$ cat src/sv/str_pkg.sv
`timescale 1ns / 1ps

package str_pkg;

  localparam int COLUMNS     = 48;
  localparam int ROWS        = 8;
  localparam int MAX_CHARS   = 64;

  localparam int GLYPH_SLOTS = 65;
  localparam int GLYPH_WIDTH = 5;
  localparam int GLYPH_PITCH = 6;
  localparam int GLYPH_ROWS  = 7;
  localparam int FONT_DEPTH  = GLYPH_SLOTS * GLYPH_WIDTH;
  localparam int FONT_AW     = $clog2(FONT_DEPTH);
  localparam int MSG_AW      = (MAX_CHARS > 1) ? $clog2(MAX_CHARS) : 1;

  localparam logic [6:0] SLOT_SPACE = 7'd36;
  localparam logic [6:0] SLOT_BANG  = 7'd37;
  localparam logic [6:0] SLOT_BLANK = 7'd38;

  // Reciprocal of the glyph pitch, scaled by 2**10; exact for offsets below 512.
  localparam int RECIP_SHIFT = 10;
  localparam logic [7:0] RECIP_PITCH = 8'd171;

  localparam logic [1:0] OP_FONT   = 2'd0;
  localparam logic [1:0] OP_CHAR   = 2'd1;
  localparam logic [1:0] OP_RENDER = 2'd2;
  localparam logic [1:0] OP_STEP   = 2'd3;

  localparam logic [23:0] WHITE = 24'hFFFFFF;

  typedef struct packed {
    logic [1:0] op;
    logic [6:0] glyph_index;
    logic [2:0] glyph_column;
    logic [6:0] column_bits;
    logic [5:0] char_position;
    logic [7:0] char_code;
    logic [5:0] pixel_x;
    logic [2:0] pixel_y;
  } item_t;

  typedef struct packed {
    logic signed [9:0] offset;
    logic [23:0]       color;
    logic [6:0]        shown_len;
  } frame_t;

  function automatic logic [23:0] palette(input logic [2:0] slot);
    logic [23:0] c;
    case (slot)
      3'd0:    c = 24'hFF0000;
      3'd1:    c = 24'h00FF00;
      3'd2:    c = 24'h0000FF;
      3'd3:    c = 24'hFFFF00;
      3'd4:    c = 24'h00FFFF;
      3'd5:    c = 24'hFF00FF;
      default: c = WHITE;
    endcase
    return c;
  endfunction

  function automatic logic [6:0] slot_of(input logic [7:0] c);
    logic [6:0] s;
    if (c >= 8'h41 && c <= 8'h5A)      s = 7'(c - 8'h41);
    else if (c >= 8'h30 && c <= 8'h39) s = 7'(c - 8'h30) + 7'd26;
    else if (c == 8'h20)               s = SLOT_SPACE;
    else if (c == 8'h21)               s = SLOT_BANG;
    else if (c >= 8'h61 && c <= 8'h7A) s = 7'(c - 8'h61) + 7'd39;
    else                               s = SLOT_BLANK;
    return s;
  endfunction

endpackage

$ cat src/sv/scrolling_text_pixel_renderer.sv
`timescale 1ns / 1ps

// Scrolling text renderer for a 48 x 8 serpentine LED matrix. Each input word
// carries an op in tuser: load a font column, load a message character, render
// one pixel, or advance the scroll by one column. Only render words produce an
// output word, which passes through the message store read, the font store read
// and the output register, all pipelined, so one word is accepted every cycle
// when there is no backpressure. Font and message stores come up undefined and
// need no clearing pass; a word is accepted whenever the output register is empty
// or being drained.
module scrolling_text_pixel_renderer
  import str_pkg::*;
(
  input  logic        clk,
  input  logic        rst,
  input  logic        cfg_wen,
  input  logic [6:0]  cfg_wdata,      // message_length
  input  logic        s_axis_tvalid,
  output logic        s_axis_tready,
  // glyph_index[6:0], glyph_column[9:7], column_bits[16:10], char_position[22:17],
  // char_code[30:23], pixel_x[36:31], pixel_y[39:37]
  input  logic [39:0] s_axis_tdata,
  input  logic [1:0]  s_axis_tuser,   // op[1:0]
  output logic        m_axis_tvalid,
  input  logic        m_axis_tready,
  // strip_index[8:0], pixel_color[32:9], lit[33], zero fill[39:34]
  output logic [39:0] m_axis_tdata
);

  item_t       item;
  frame_t      frame;
  logic        adv;
  logic        accept;
  logic [8:0]  out_index;
  logic [23:0] out_color;
  logic        out_lit;

  assign item.op            = s_axis_tuser;
  assign item.glyph_index   = s_axis_tdata[6:0];
  assign item.glyph_column  = s_axis_tdata[9:7];
  assign item.column_bits   = s_axis_tdata[16:10];
  assign item.char_position = s_axis_tdata[22:17];
  assign item.char_code     = s_axis_tdata[30:23];
  assign item.pixel_x       = s_axis_tdata[36:31];
  assign item.pixel_y       = s_axis_tdata[39:37];

  assign adv           = !m_axis_tvalid || m_axis_tready;
  assign s_axis_tready = adv;
  assign accept        = s_axis_tvalid && adv;

  str_frame u_frame (
    .clk       (clk),
    .rst       (rst),
    .cfg_wen   (cfg_wen),
    .cfg_wdata (cfg_wdata),
    .step      (accept && item.op == OP_STEP),
    .frame     (frame)
  );

  str_pipe u_pipe (
    .clk       (clk),
    .rst       (rst),
    .accept    (accept),
    .adv       (adv),
    .item      (item),
    .frame     (frame),
    .out_valid (m_axis_tvalid),
    .out_index (out_index),
    .out_color (out_color),
    .out_lit   (out_lit)
  );

  assign m_axis_tdata = {6'd0, out_lit, out_color, out_index};

endmodule

$ cat src/sv/str_ram.sv
`timescale 1ns / 1ps

module str_ram #(
  parameter int WIDTH = 8,
  parameter int DEPTH = 64
) (
  input  logic                     clk,
  input  logic                     we,
  input  logic [$clog2(DEPTH)-1:0] waddr,
  input  logic [WIDTH-1:0]         wdata,
  input  logic                     re,
  input  logic [$clog2(DEPTH)-1:0] raddr,
  output logic [WIDTH-1:0]         rdata
);

  logic [WIDTH-1:0] mem [DEPTH];

  // Read returns the old contents when the same entry is written in that cycle.
  always_ff @(posedge clk) begin
    if (we) begin
      mem[waddr] <= wdata;
    end
    if (re) begin
      rdata <= mem[raddr];
    end
  end

endmodule

$ cat src/sv/str_frame.sv
`timescale 1ns / 1ps

module str_frame
  import str_pkg::*;
(
  input  logic       clk,
  input  logic       rst,
  input  logic       cfg_wen,
  input  logic [6:0] cfg_wdata,
  input  logic       step,
  output frame_t     frame
);

  logic signed [9:0]  offset;
  logic [2:0]         color_slot;
  logic [23:0]        color;
  logic [6:0]         message_length;
  logic [6:0]         shown_len;
  logic signed [9:0]  offset_dec;
  logic signed [10:0] limit;
  logic [2:0]         slot_next;

  assign shown_len  = (32'(message_length) > MAX_CHARS) ? 7'(MAX_CHARS) : message_length;
  assign offset_dec = offset - 10'sd1;
  assign limit      = -$signed({1'b0, 10'(shown_len) * 10'd6});
  assign slot_next  = (color_slot == 3'd6) ? 3'd0 : color_slot + 3'd1;

  always_ff @(posedge clk) begin
    if (rst) begin
      offset         <= 10'(COLUMNS);
      color_slot     <= 3'd0;
      color          <= WHITE;
      message_length <= 7'd0;
    end else begin
      if (cfg_wen) begin
        message_length <= cfg_wdata;
      end
      if (step) begin
        // Once the whole message has left the screen, restart at the right edge.
        if ($signed({offset_dec[9], offset_dec}) < limit) begin
          offset     <= 10'(COLUMNS);
          color_slot <= slot_next;
          color      <= palette(slot_next);
        end else begin
          offset <= offset_dec;
        end
      end
    end
  end

  assign frame.offset    = offset;
  assign frame.color     = color;
  assign frame.shown_len = shown_len;

endmodule

$ cat src/sv/str_pipe.sv
`timescale 1ns / 1ps

module str_pipe
  import str_pkg::*;
(
  input  logic        clk,
  input  logic        rst,
  input  logic        accept,
  input  logic        adv,
  input  item_t       item,
  input  frame_t      frame,
  output logic        out_valid,
  output logic [8:0]  out_index,
  output logic [23:0] out_color,
  output logic        out_lit
);

  // Address stage: position within the scrolled text.
  logic signed [10:0] rel;
  logic [8:0]         r;
  logic [16:0]        prod;
  logic [6:0]         ch;
  logic [8:0]         col_full;
  logic [2:0]         col;
  logic               on_screen;
  logic               may_light;
  logic [11:0]        row_base;
  logic [11:0]        idx_full;
  logic [8:0]         idx0;

  assign rel      = $signed({5'b0, item.pixel_x}) - $signed({frame.offset[9], frame.offset});
  assign r        = rel[8:0];
  assign prod     = 17'(r) * 17'(RECIP_PITCH);
  assign ch       = prod[RECIP_SHIFT +: 7];
  assign col_full = r - 9'(ch) * 9'(GLYPH_PITCH);
  assign col      = col_full[2:0];

  assign on_screen = (32'(item.pixel_x) < COLUMNS) && (32'(item.pixel_y) < ROWS);
  assign may_light = on_screen && (32'(item.pixel_y) < GLYPH_ROWS) && !rel[10]
                     && (ch < frame.shown_len) && (32'(col) < GLYPH_WIDTH);

  assign row_base = 12'(item.pixel_y) * 12'(COLUMNS);
  assign idx_full = item.pixel_y[0] ? row_base + 12'(COLUMNS - 1) - 12'(item.pixel_x)
                                    : row_base + 12'(item.pixel_x);
  assign idx0     = on_screen ? idx_full[8:0] : 9'd0;

  logic       msg_we;
  logic       font_we;
  logic [7:0] msg_rdata;
  logic [6:0] font_rdata;
  logic [FONT_AW-1:0] font_waddr;
  logic [FONT_AW-1:0] font_raddr;

  assign msg_we  = accept && item.op == OP_CHAR && 32'(item.char_position) < MAX_CHARS;
  assign font_we = accept && item.op == OP_FONT
                   && 32'(item.glyph_index) < GLYPH_SLOTS
                   && 32'(item.glyph_column) < GLYPH_WIDTH;
  assign font_waddr = FONT_AW'(item.glyph_index) * FONT_AW'(GLYPH_WIDTH)
                      + FONT_AW'(item.glyph_column);

  str_ram #(.WIDTH(8), .DEPTH(MAX_CHARS)) u_msg (
    .clk   (clk),
    .we    (msg_we),
    .waddr (MSG_AW'(item.char_position)),
    .wdata (item.char_code),
    .re    (adv),
    .raddr (MSG_AW'(ch)),
    .rdata (msg_rdata)
  );

  // Message stage registers.
  logic        v1;
  logic [8:0]  idx1;
  logic [2:0]  y1;
  logic [2:0]  col1;
  logic        may1;
  logic [23:0] color1;

  assign font_raddr = FONT_AW'(slot_of(msg_rdata)) * FONT_AW'(GLYPH_WIDTH) + FONT_AW'(col1);

  str_ram #(.WIDTH(7), .DEPTH(FONT_DEPTH)) u_font (
    .clk   (clk),
    .we    (font_we),
    .waddr (font_waddr),
    .wdata (item.column_bits),
    .re    (adv),
    .raddr (font_raddr),
    .rdata (font_rdata)
  );

  // Font stage registers.
  logic        v2;
  logic [8:0]  idx2;
  logic [2:0]  y2;
  logic        may2;
  logic [23:0] color2;
  logic        lit2;
  logic [7:0]  font_bits;

  // The bottom row has no font bit and always reads dark.
  assign font_bits = {1'b0, font_rdata};
  assign lit2      = may2 && (y2 < 3'(GLYPH_ROWS)) && font_bits[y2];

  always_ff @(posedge clk) begin
    if (rst) begin
      v1        <= 1'b0;
      v2        <= 1'b0;
      out_valid <= 1'b0;
    end else if (adv) begin
      v1        <= accept && item.op == OP_RENDER;
      v2        <= v1;
      out_valid <= v2;
    end
  end

  always_ff @(posedge clk) begin
    if (adv) begin
      idx1      <= idx0;
      y1        <= item.pixel_y;
      col1      <= col;
      may1      <= may_light;
      color1    <= frame.color;
      idx2      <= idx1;
      y2        <= y1;
      may2      <= may1;
      color2    <= color1;
      out_index <= idx2;
      out_lit   <= lit2;
      out_color <= lit2 ? color2 : 24'd0;
    end
  end

endmodule

$ cat config.mk
export PLATFORM = sky130hd
export DESIGN_NAME = scrolling_text_pixel_renderer
export DESIGN_NICKNAME = d
export VERILOG_FILES = /design/src/sv/str_pkg.sv /design/src/sv/scrolling_text_pixel_renderer.sv /design/src/sv/str_ram.sv /design/src/sv/str_frame.sv /design/src/sv/str_pipe.sv
export SDC_FILE = /design/constraint.sdc
export NUM_CORES = 2
export LEC_CHECK = 0
export BUFFER_PORTS_ARGS = -buffer_cell sky130_fd_sc_hd__clkbuf_2
export CORE_MARGIN = 10
export CORE_UTILIZATION = 40
export DETAILED_ROUTE_END_ITERATION = 10
export PLACE_DENSITY = 0.53
export SLEW_MARGIN = 20
export SYNTH_ARGS = -nofsm -noshare
export SYNTH_HDL_FRONTEND = slang
export SYNTH_SLANG_ARGS = --single-unit
$ cat constraint.sdc
create_clock -name clk -period 10.18 [get_ports clk]
set_clock_uncertainty 0.2 [all_clocks]
set_input_delay 2.036 -clock clk [delete_from_list [all_inputs] [get_ports clk]]
set_output_delay 2.036 -clock clk [all_outputs]
set_load 0.02 [all_outputs]
## Word-level counts from Yosys, hierarchy flattened

Memories as Yosys holds them, arrays and structs flattened. A register that Yosys moved wholly into a read port is not among the register bits.
Index checks and enable logic that the tools add are counted.

- Output and inout port bits: 42
- Input bits: 54
- Memories: 2
- Flip-flop bits (word level): 158
- Word-level logic and storage cells: 107
- Bits in writable memories: 2787

Memories:

| memory | words | width | rd ports | clocked after Yosys merged registers in | write ports | line | text |
|---|---|---|---|---|---|---|---|
| u_pipe.u_font.mem | 325 | 7 | 1 | 1 | 1 | str_ram.sv:16 | `logic [WIDTH-1:0] mem [DEPTH];` |
| u_pipe.u_msg.mem | 64 | 8 | 1 | 1 | 1 | str_ram.sv:16 |  |

- Multipliers: 6
- Equality and inequality tests: 11
- Reductions and logical operators: 22
- Muxes and demuxes: 16
- Add/sub/neg operators: 15
- Order comparisons: 16

Operators with widths:

| operator | number |
|---|---|
| one-hot mux 24 bit (6 select lines) | 1 |
| 2-to-1 mux 7 bit | 6 |
| adder 9 x 3 -> 9 bit | 2 |
| multiplier 7 x 3 -> 9 bit, second input constant | 2 |
| multiplier 9 x 8 -> 17 bit, second input constant | 1 |
| == test 8 x 6 -> 1 bit, second input constant | 2 |
| greater-or-equal comparator 8 x 7 -> 1 bit, second input constant | 2 |
| less-or-equal comparator 8 x 7 -> 1 bit, second input constant | 2 |
| logical AND 1 bit | 16 |
| subtractor 7 bit, second input constant | 2 |
| < comparator 3 bit, second input constant | 4 |
| < comparator 10 x 11 -> 1 bit | 1 |
| negation 10 -> 11 bit | 1 |
| subtractor 7 x 10 -> 11 bit | 1 |
| 2-to-1 mux 10 bit | 1 |
| subtractor 10 x 2 -> 10 bit, second input constant | 1 |
| adder 9 x 6 -> 9 bit | 1 |
| adder 9 x 6 -> 9 bit, second input constant | 1 |
| == test 3 bit, second input constant | 3 |
| multiplier 7 x 2 -> 9 bit, second input constant | 1 |
| 2-to-1 mux 9 bit | 1 |
| subtractor 9 x 6 -> 9 bit | 1 |
| greater-or-equal comparator 8 x 6 -> 1 bit, second input constant | 1 |
| less-or-equal comparator 8 x 6 -> 1 bit, second input constant | 1 |
| 24 further kinds | 31 |

## Longest topological paths before layout

- Depth in word-level cells: 9
- Mapped depth: 33
- Depth with buffers taken out: 29

## By module

From an unflattened synthesis, not the netlist that was laid out.

- Cells, all modules: 5830
- Area total of the unflattened synthesis: 118005.7 µm²

Modules (own cells, without submodules):

| module | instances | area an instance (µm²) | seq. area each (µm²) | cells each |
|---|---|---|---|---|
| str_ram (u_pipe.u_font) | 1 | 88376.0 | 68525.7 | 4053 |
| str_ram (u_pipe.u_msg) | 1 | 20246.9 | 15615.0 | 940 |
| str_pipe | 1 | 7294.5 | 3393.3 | 584 |
| str_frame | 1 | 1999.4 | 460.4 | 242 |
| scrolling_text_pixel_renderer | 1 | 88.8 | 0.0 | 11 |

## Worst setup path after synthesis

No wires, ideal clock.

- Path type: input to register
- From: in s_axis_tdata[31]
- To: reg u_pipe.u_msg.rdata[0] (read register of u_pipe.u_msg.mem), data pin
- Stages: 29
- Data required time: 9708 ps
- Path slack: 1494 ps
- Buffers on the path: 3
- Setup time: 272 ps
- Arrival time: 8215 ps
- Path through: inv_1 ha_1 inv_1 fa_1 nand2_1 nand2_1 a21oi_1 o21bai_1 a21oi_1 xor2_1 inv_1 fa_1 fa_1 inv_1 fa_1 ha_1 o21ai_0 o21bai_2 or2_1 clkbuf_1 a21boi_1 nand2_4 inv_2 buf_2 buf_1 mux4_2 nand2_1 nand4_1 or4_1

- Longest elaborated chain between the ends: 2

Ends and longest elaborated chain:

| what | line | text |
|---|---|---|
| from (decl) | scrolling_text_pixel_renderer.sv:22 | `input logic [39:0] s_axis_tdata,` |
| subtractor 7 x 10 -> 11 bit | str_pipe.sv:31 | `assign rel = $signed({5'b0, item.pixel_x}) - $signed({frame.offset[9], frame.offset});` |
| multiplier 9 x 8 -> 17 bit | str_pipe.sv:33 | `assign prod = 17'(r) * 17'(RECIP_PITCH);` |
| to (decl) | str_ram.sv:13 | `output logic [WIDTH-1:0] rdata` |

No other way between the ends.
A chain may end at the register's enable or synchronous reset.

## Worst setup path in the final report

- From: in s_axis_tdata[31]
- To: reg u_pipe.u_msg.rdata[3] (read register of u_pipe.u_msg.mem), data pin

Same word-level chain as after synthesis.

==> results.toml <==
[yosys]
yosysUniqueCellTypes = 71
yosysTopAreaCell = "edfxtp_1"
ys.flop_type = "edfxtp_1"
synthAdderAreaFrac_pct = 1.823
yosysWarnings = 0
synth_top_area_share_pct = 73.87
syn_avg_cell_area_um2 = 20.02
synth-edff-count = 2850
synthCells = 5786
synth-simple-area-share_pct = 3.915
syn_area_um2 = 115900
ys_seq_area_share_pct = 74.32
synth-compound-area-share_pct = 1.943
synth.area.top_cells = "edfxtp_1 74%, mux4_2 15%, nor2_1 1.6%, ha_1 1.4%, nand2_1 1.0%"
synth_mux_area_share_pct = 15.84
synth_xor_area_share_pct = 0.5573
synth_top_family_by_area = "multiplexers"
async_flop_share_pct = 0
ys_ff_latch = 2876

[sta]
slew_viol_final = 0
slew_headroom_pct = 14.58
finalCriticalPeriod_ns = 8.824
hold_violations = 0
finalSetupTns_ns = 0
tightest_slew_ns = 1.278
rsz0062_at_grt = "false"
fmax_mhz = 113.3
setup_viol = 0
fin_crit_sh_pct = 86.68

[clock_network]
cts_root_buffer = "clkbuf_16"
cts_max_level = 5
cts_hold_buf = 0
clock_sinks = 2876
post_cts_resized = 0
cts_tree = "done"
clkTransAtPathRegs_ns = 0.06
clk_latency_ns = 0.89
cts_buffer_depth = 4
post_cts_buffers = 0
cts-buffers-inserted = 307

[placement]
dp_hpwl_mm = 191.9
portBuffers = 89
finalWeightedCongestion = 0.8093

[die]
start_util_pct = 40.21
io_pins = 96
core_um2 = 288100
die-area_um2 = 311600
die_x_um = 558.2
die-height_um = 558.2
num_rows = 197

[worst_setup_path]
cpLargestDelayFamily = "adder cells"
path_class = "in2reg"
cp_max_fo = 33
endpoint_kind = "flip-flop"
cp.required_ns = 10.61
max_stage_delay_ns = 0.63
path_buf_inv = 6
start_kind = "input port"
cp_slowest_cell = "or2_4"
arrival_ns = 9.26
cp_common_cell = "inv_1"

[detailed_routing]
vias_per_cell = 5.714
wl_met3_mm = 18.51
highest_layer = "met5"
wl_mm = 311.3
wl_met2_mm = 149.9
wl_per_cell_um = 31.09
drt_iter0_drc = 6196
first_pass_iters = 8
wl_met1_mm = 131.5
drcViolationCount = 0
postRouteAntennaNets = 0
detailroute.via_count = 57220

[status]
status = "finished clean"

[global_routing]
grt_pass1_wl_mm = 444.3
grt_use_total_pct = 19.62
antenna_found_initial = 11
grt_max_degree = 189
grt_pass1_vias = 58260
grt-ovfl-total = 0

[finish]
drive_above_1_share_pct = 23.59
layout_common_cells = "2850 x edfxtp_1, 790 x mux4_2, 507 x nor2_1"
nets = 6200
synthToLayoutAreaGrowth_pct = 12.93
final_common_cell = "edfxtp_1"

[hold_path]
hold_path.class = "reg2reg"

[job]
maxCapViolations = 0
## per-stage QoR
step,hold WS [ns],setup WS [ns],util (%),cells,cell area (µm²)
5_1_grt,0.2192,0.9706,45.39,10000,130800
3_5_place_dp,0.2057,0.4159,42.02,9462,121100
4_1_cts,0.2186,1.368,45.38,10000,130800
2_1_floorplan,0.2003,1.494,-,5791,115900
6_report,0.2074,1.356,45.40,10010,130800
3_3_place_gp,0.2003,0.4058,42.02,9462,121100
## area by class of cell
class | count | area, µm²
antenna | 13 | 32.53
clock buffer | 380 | 8105
clock inverter | 158 | 1592
fill | 24220 | 157300
inverter | 92 | 349.1
multi-input combinational | 2491 | 28070
sequential | 2876 | 86100
tap | 3781 | 4731
timing repair buffer | 223 | 1842
## cell families (layout without fill, tap and decap cells)
kind of cell,Yosys count,count (layout)
DFF,2876,2876
and+or+nand+nor,1070,1070
muxes,846,846
buffers and inverters,424,853
AOI/OAI and AO/OA,342,342
adders and majority gates,155,155
xor gates and xnor gates,72,72
other,1,19
## worst reg2reg max path, cell delays in order, from the launching register on
cell      delay (ns)
edfxtp_1        0.56
inv_1           0.22
ha_1            0.28
nand2_1         0.15
o31ai_1         0.35
or4_1           0.38
nor2_1          0.09
a211oi_1        0.35
ha_1            0.31
ha_1            0.30
inv_1           0.06
fa_4            0.49
xor2_4          0.72
buf_4           0.47
mux4_2          0.61
mux4_2          0.58
mux2i_1         0.61
nor2_1          0.08
nor4_1          0.90
a21oi_1         0.20
## registers in the layout, indices dropped and copies added (netlist names), 7 cells and up
signal	flops
u_pipe.u_msg.rdata	8
u_pipe.u_font.rdata	7
u_pipe.idx2	9
u_pipe.idx1	9
u_pipe.out_index	9
u_frame.message_length	7
u_pipe.u_font.mem	2275
u_pipe.u_msg.mem	512
u_frame.offset	10
## cell usage after synthesis, types with 22 or more instances
| library cell | count |
|---|---|
| edfxtp_1 | 2850 |
| mux4_2 | 790 |
| nor2_1 | 508 |
| nand2_1 | 321 |
| clkbuf_1 | 175 |
| ha_1 | 132 |
| a21oi_1 | 93 |
| inv_1 | 88 |
| nand3_1 | 75 |
| buf_2 | 73 |
| o21ai_0 | 61 |
| mux2i_1 | 54 |
| xnor2_1 | 46 |
| buf_1 | 43 |
| buf_4 | 38 |
| and3_1 | 37 |
| a211oi_1 | 31 |
| nand4_1 | 27 |
| nor3_1 | 27 |
| dfxtp_1 | 26 |
| xor2_1 | 25 |
| fa_1 | 23 |
| a31oi_1 | 22 |
## routing by layer
layer | vias up | global-route usage, %
met5 | - | 0
met4 | 10 | 6.594
met1 | 30740 | 27.30
met3 | 502 | 3.547
met2 | 1954 | 31.41
li1 | 24010 | -
## worst paths after layout
path / from / end / slack, ns / depth (start not counted)
worst max-delay path: s_axis_tdata[31] / u_pipe.u_msg.rdata[3]$_DFFE_PN_ / 1.36 / 27
worst min-delay path: u_pipe.color1[22]$_DFFE_PN_ / u_pipe.color2[22]$_DFFE_PN_ / 0.21 / 0
worst max register to register: u_pipe.u_msg.rdata[1]$_DFFE_PN_ / u_pipe.u_font.rdata[6]$_DFFE_PN_ / 1.97 / 19
worst min register to register: u_pipe.color1[22]$_DFFE_PN_ / u_pipe.color2[22]$_DFFE_PN_ / 0.21 / 0
Power is not shown: default switching activity piles up to over one toggle a cycle in this logic, so the estimate is an artifact.
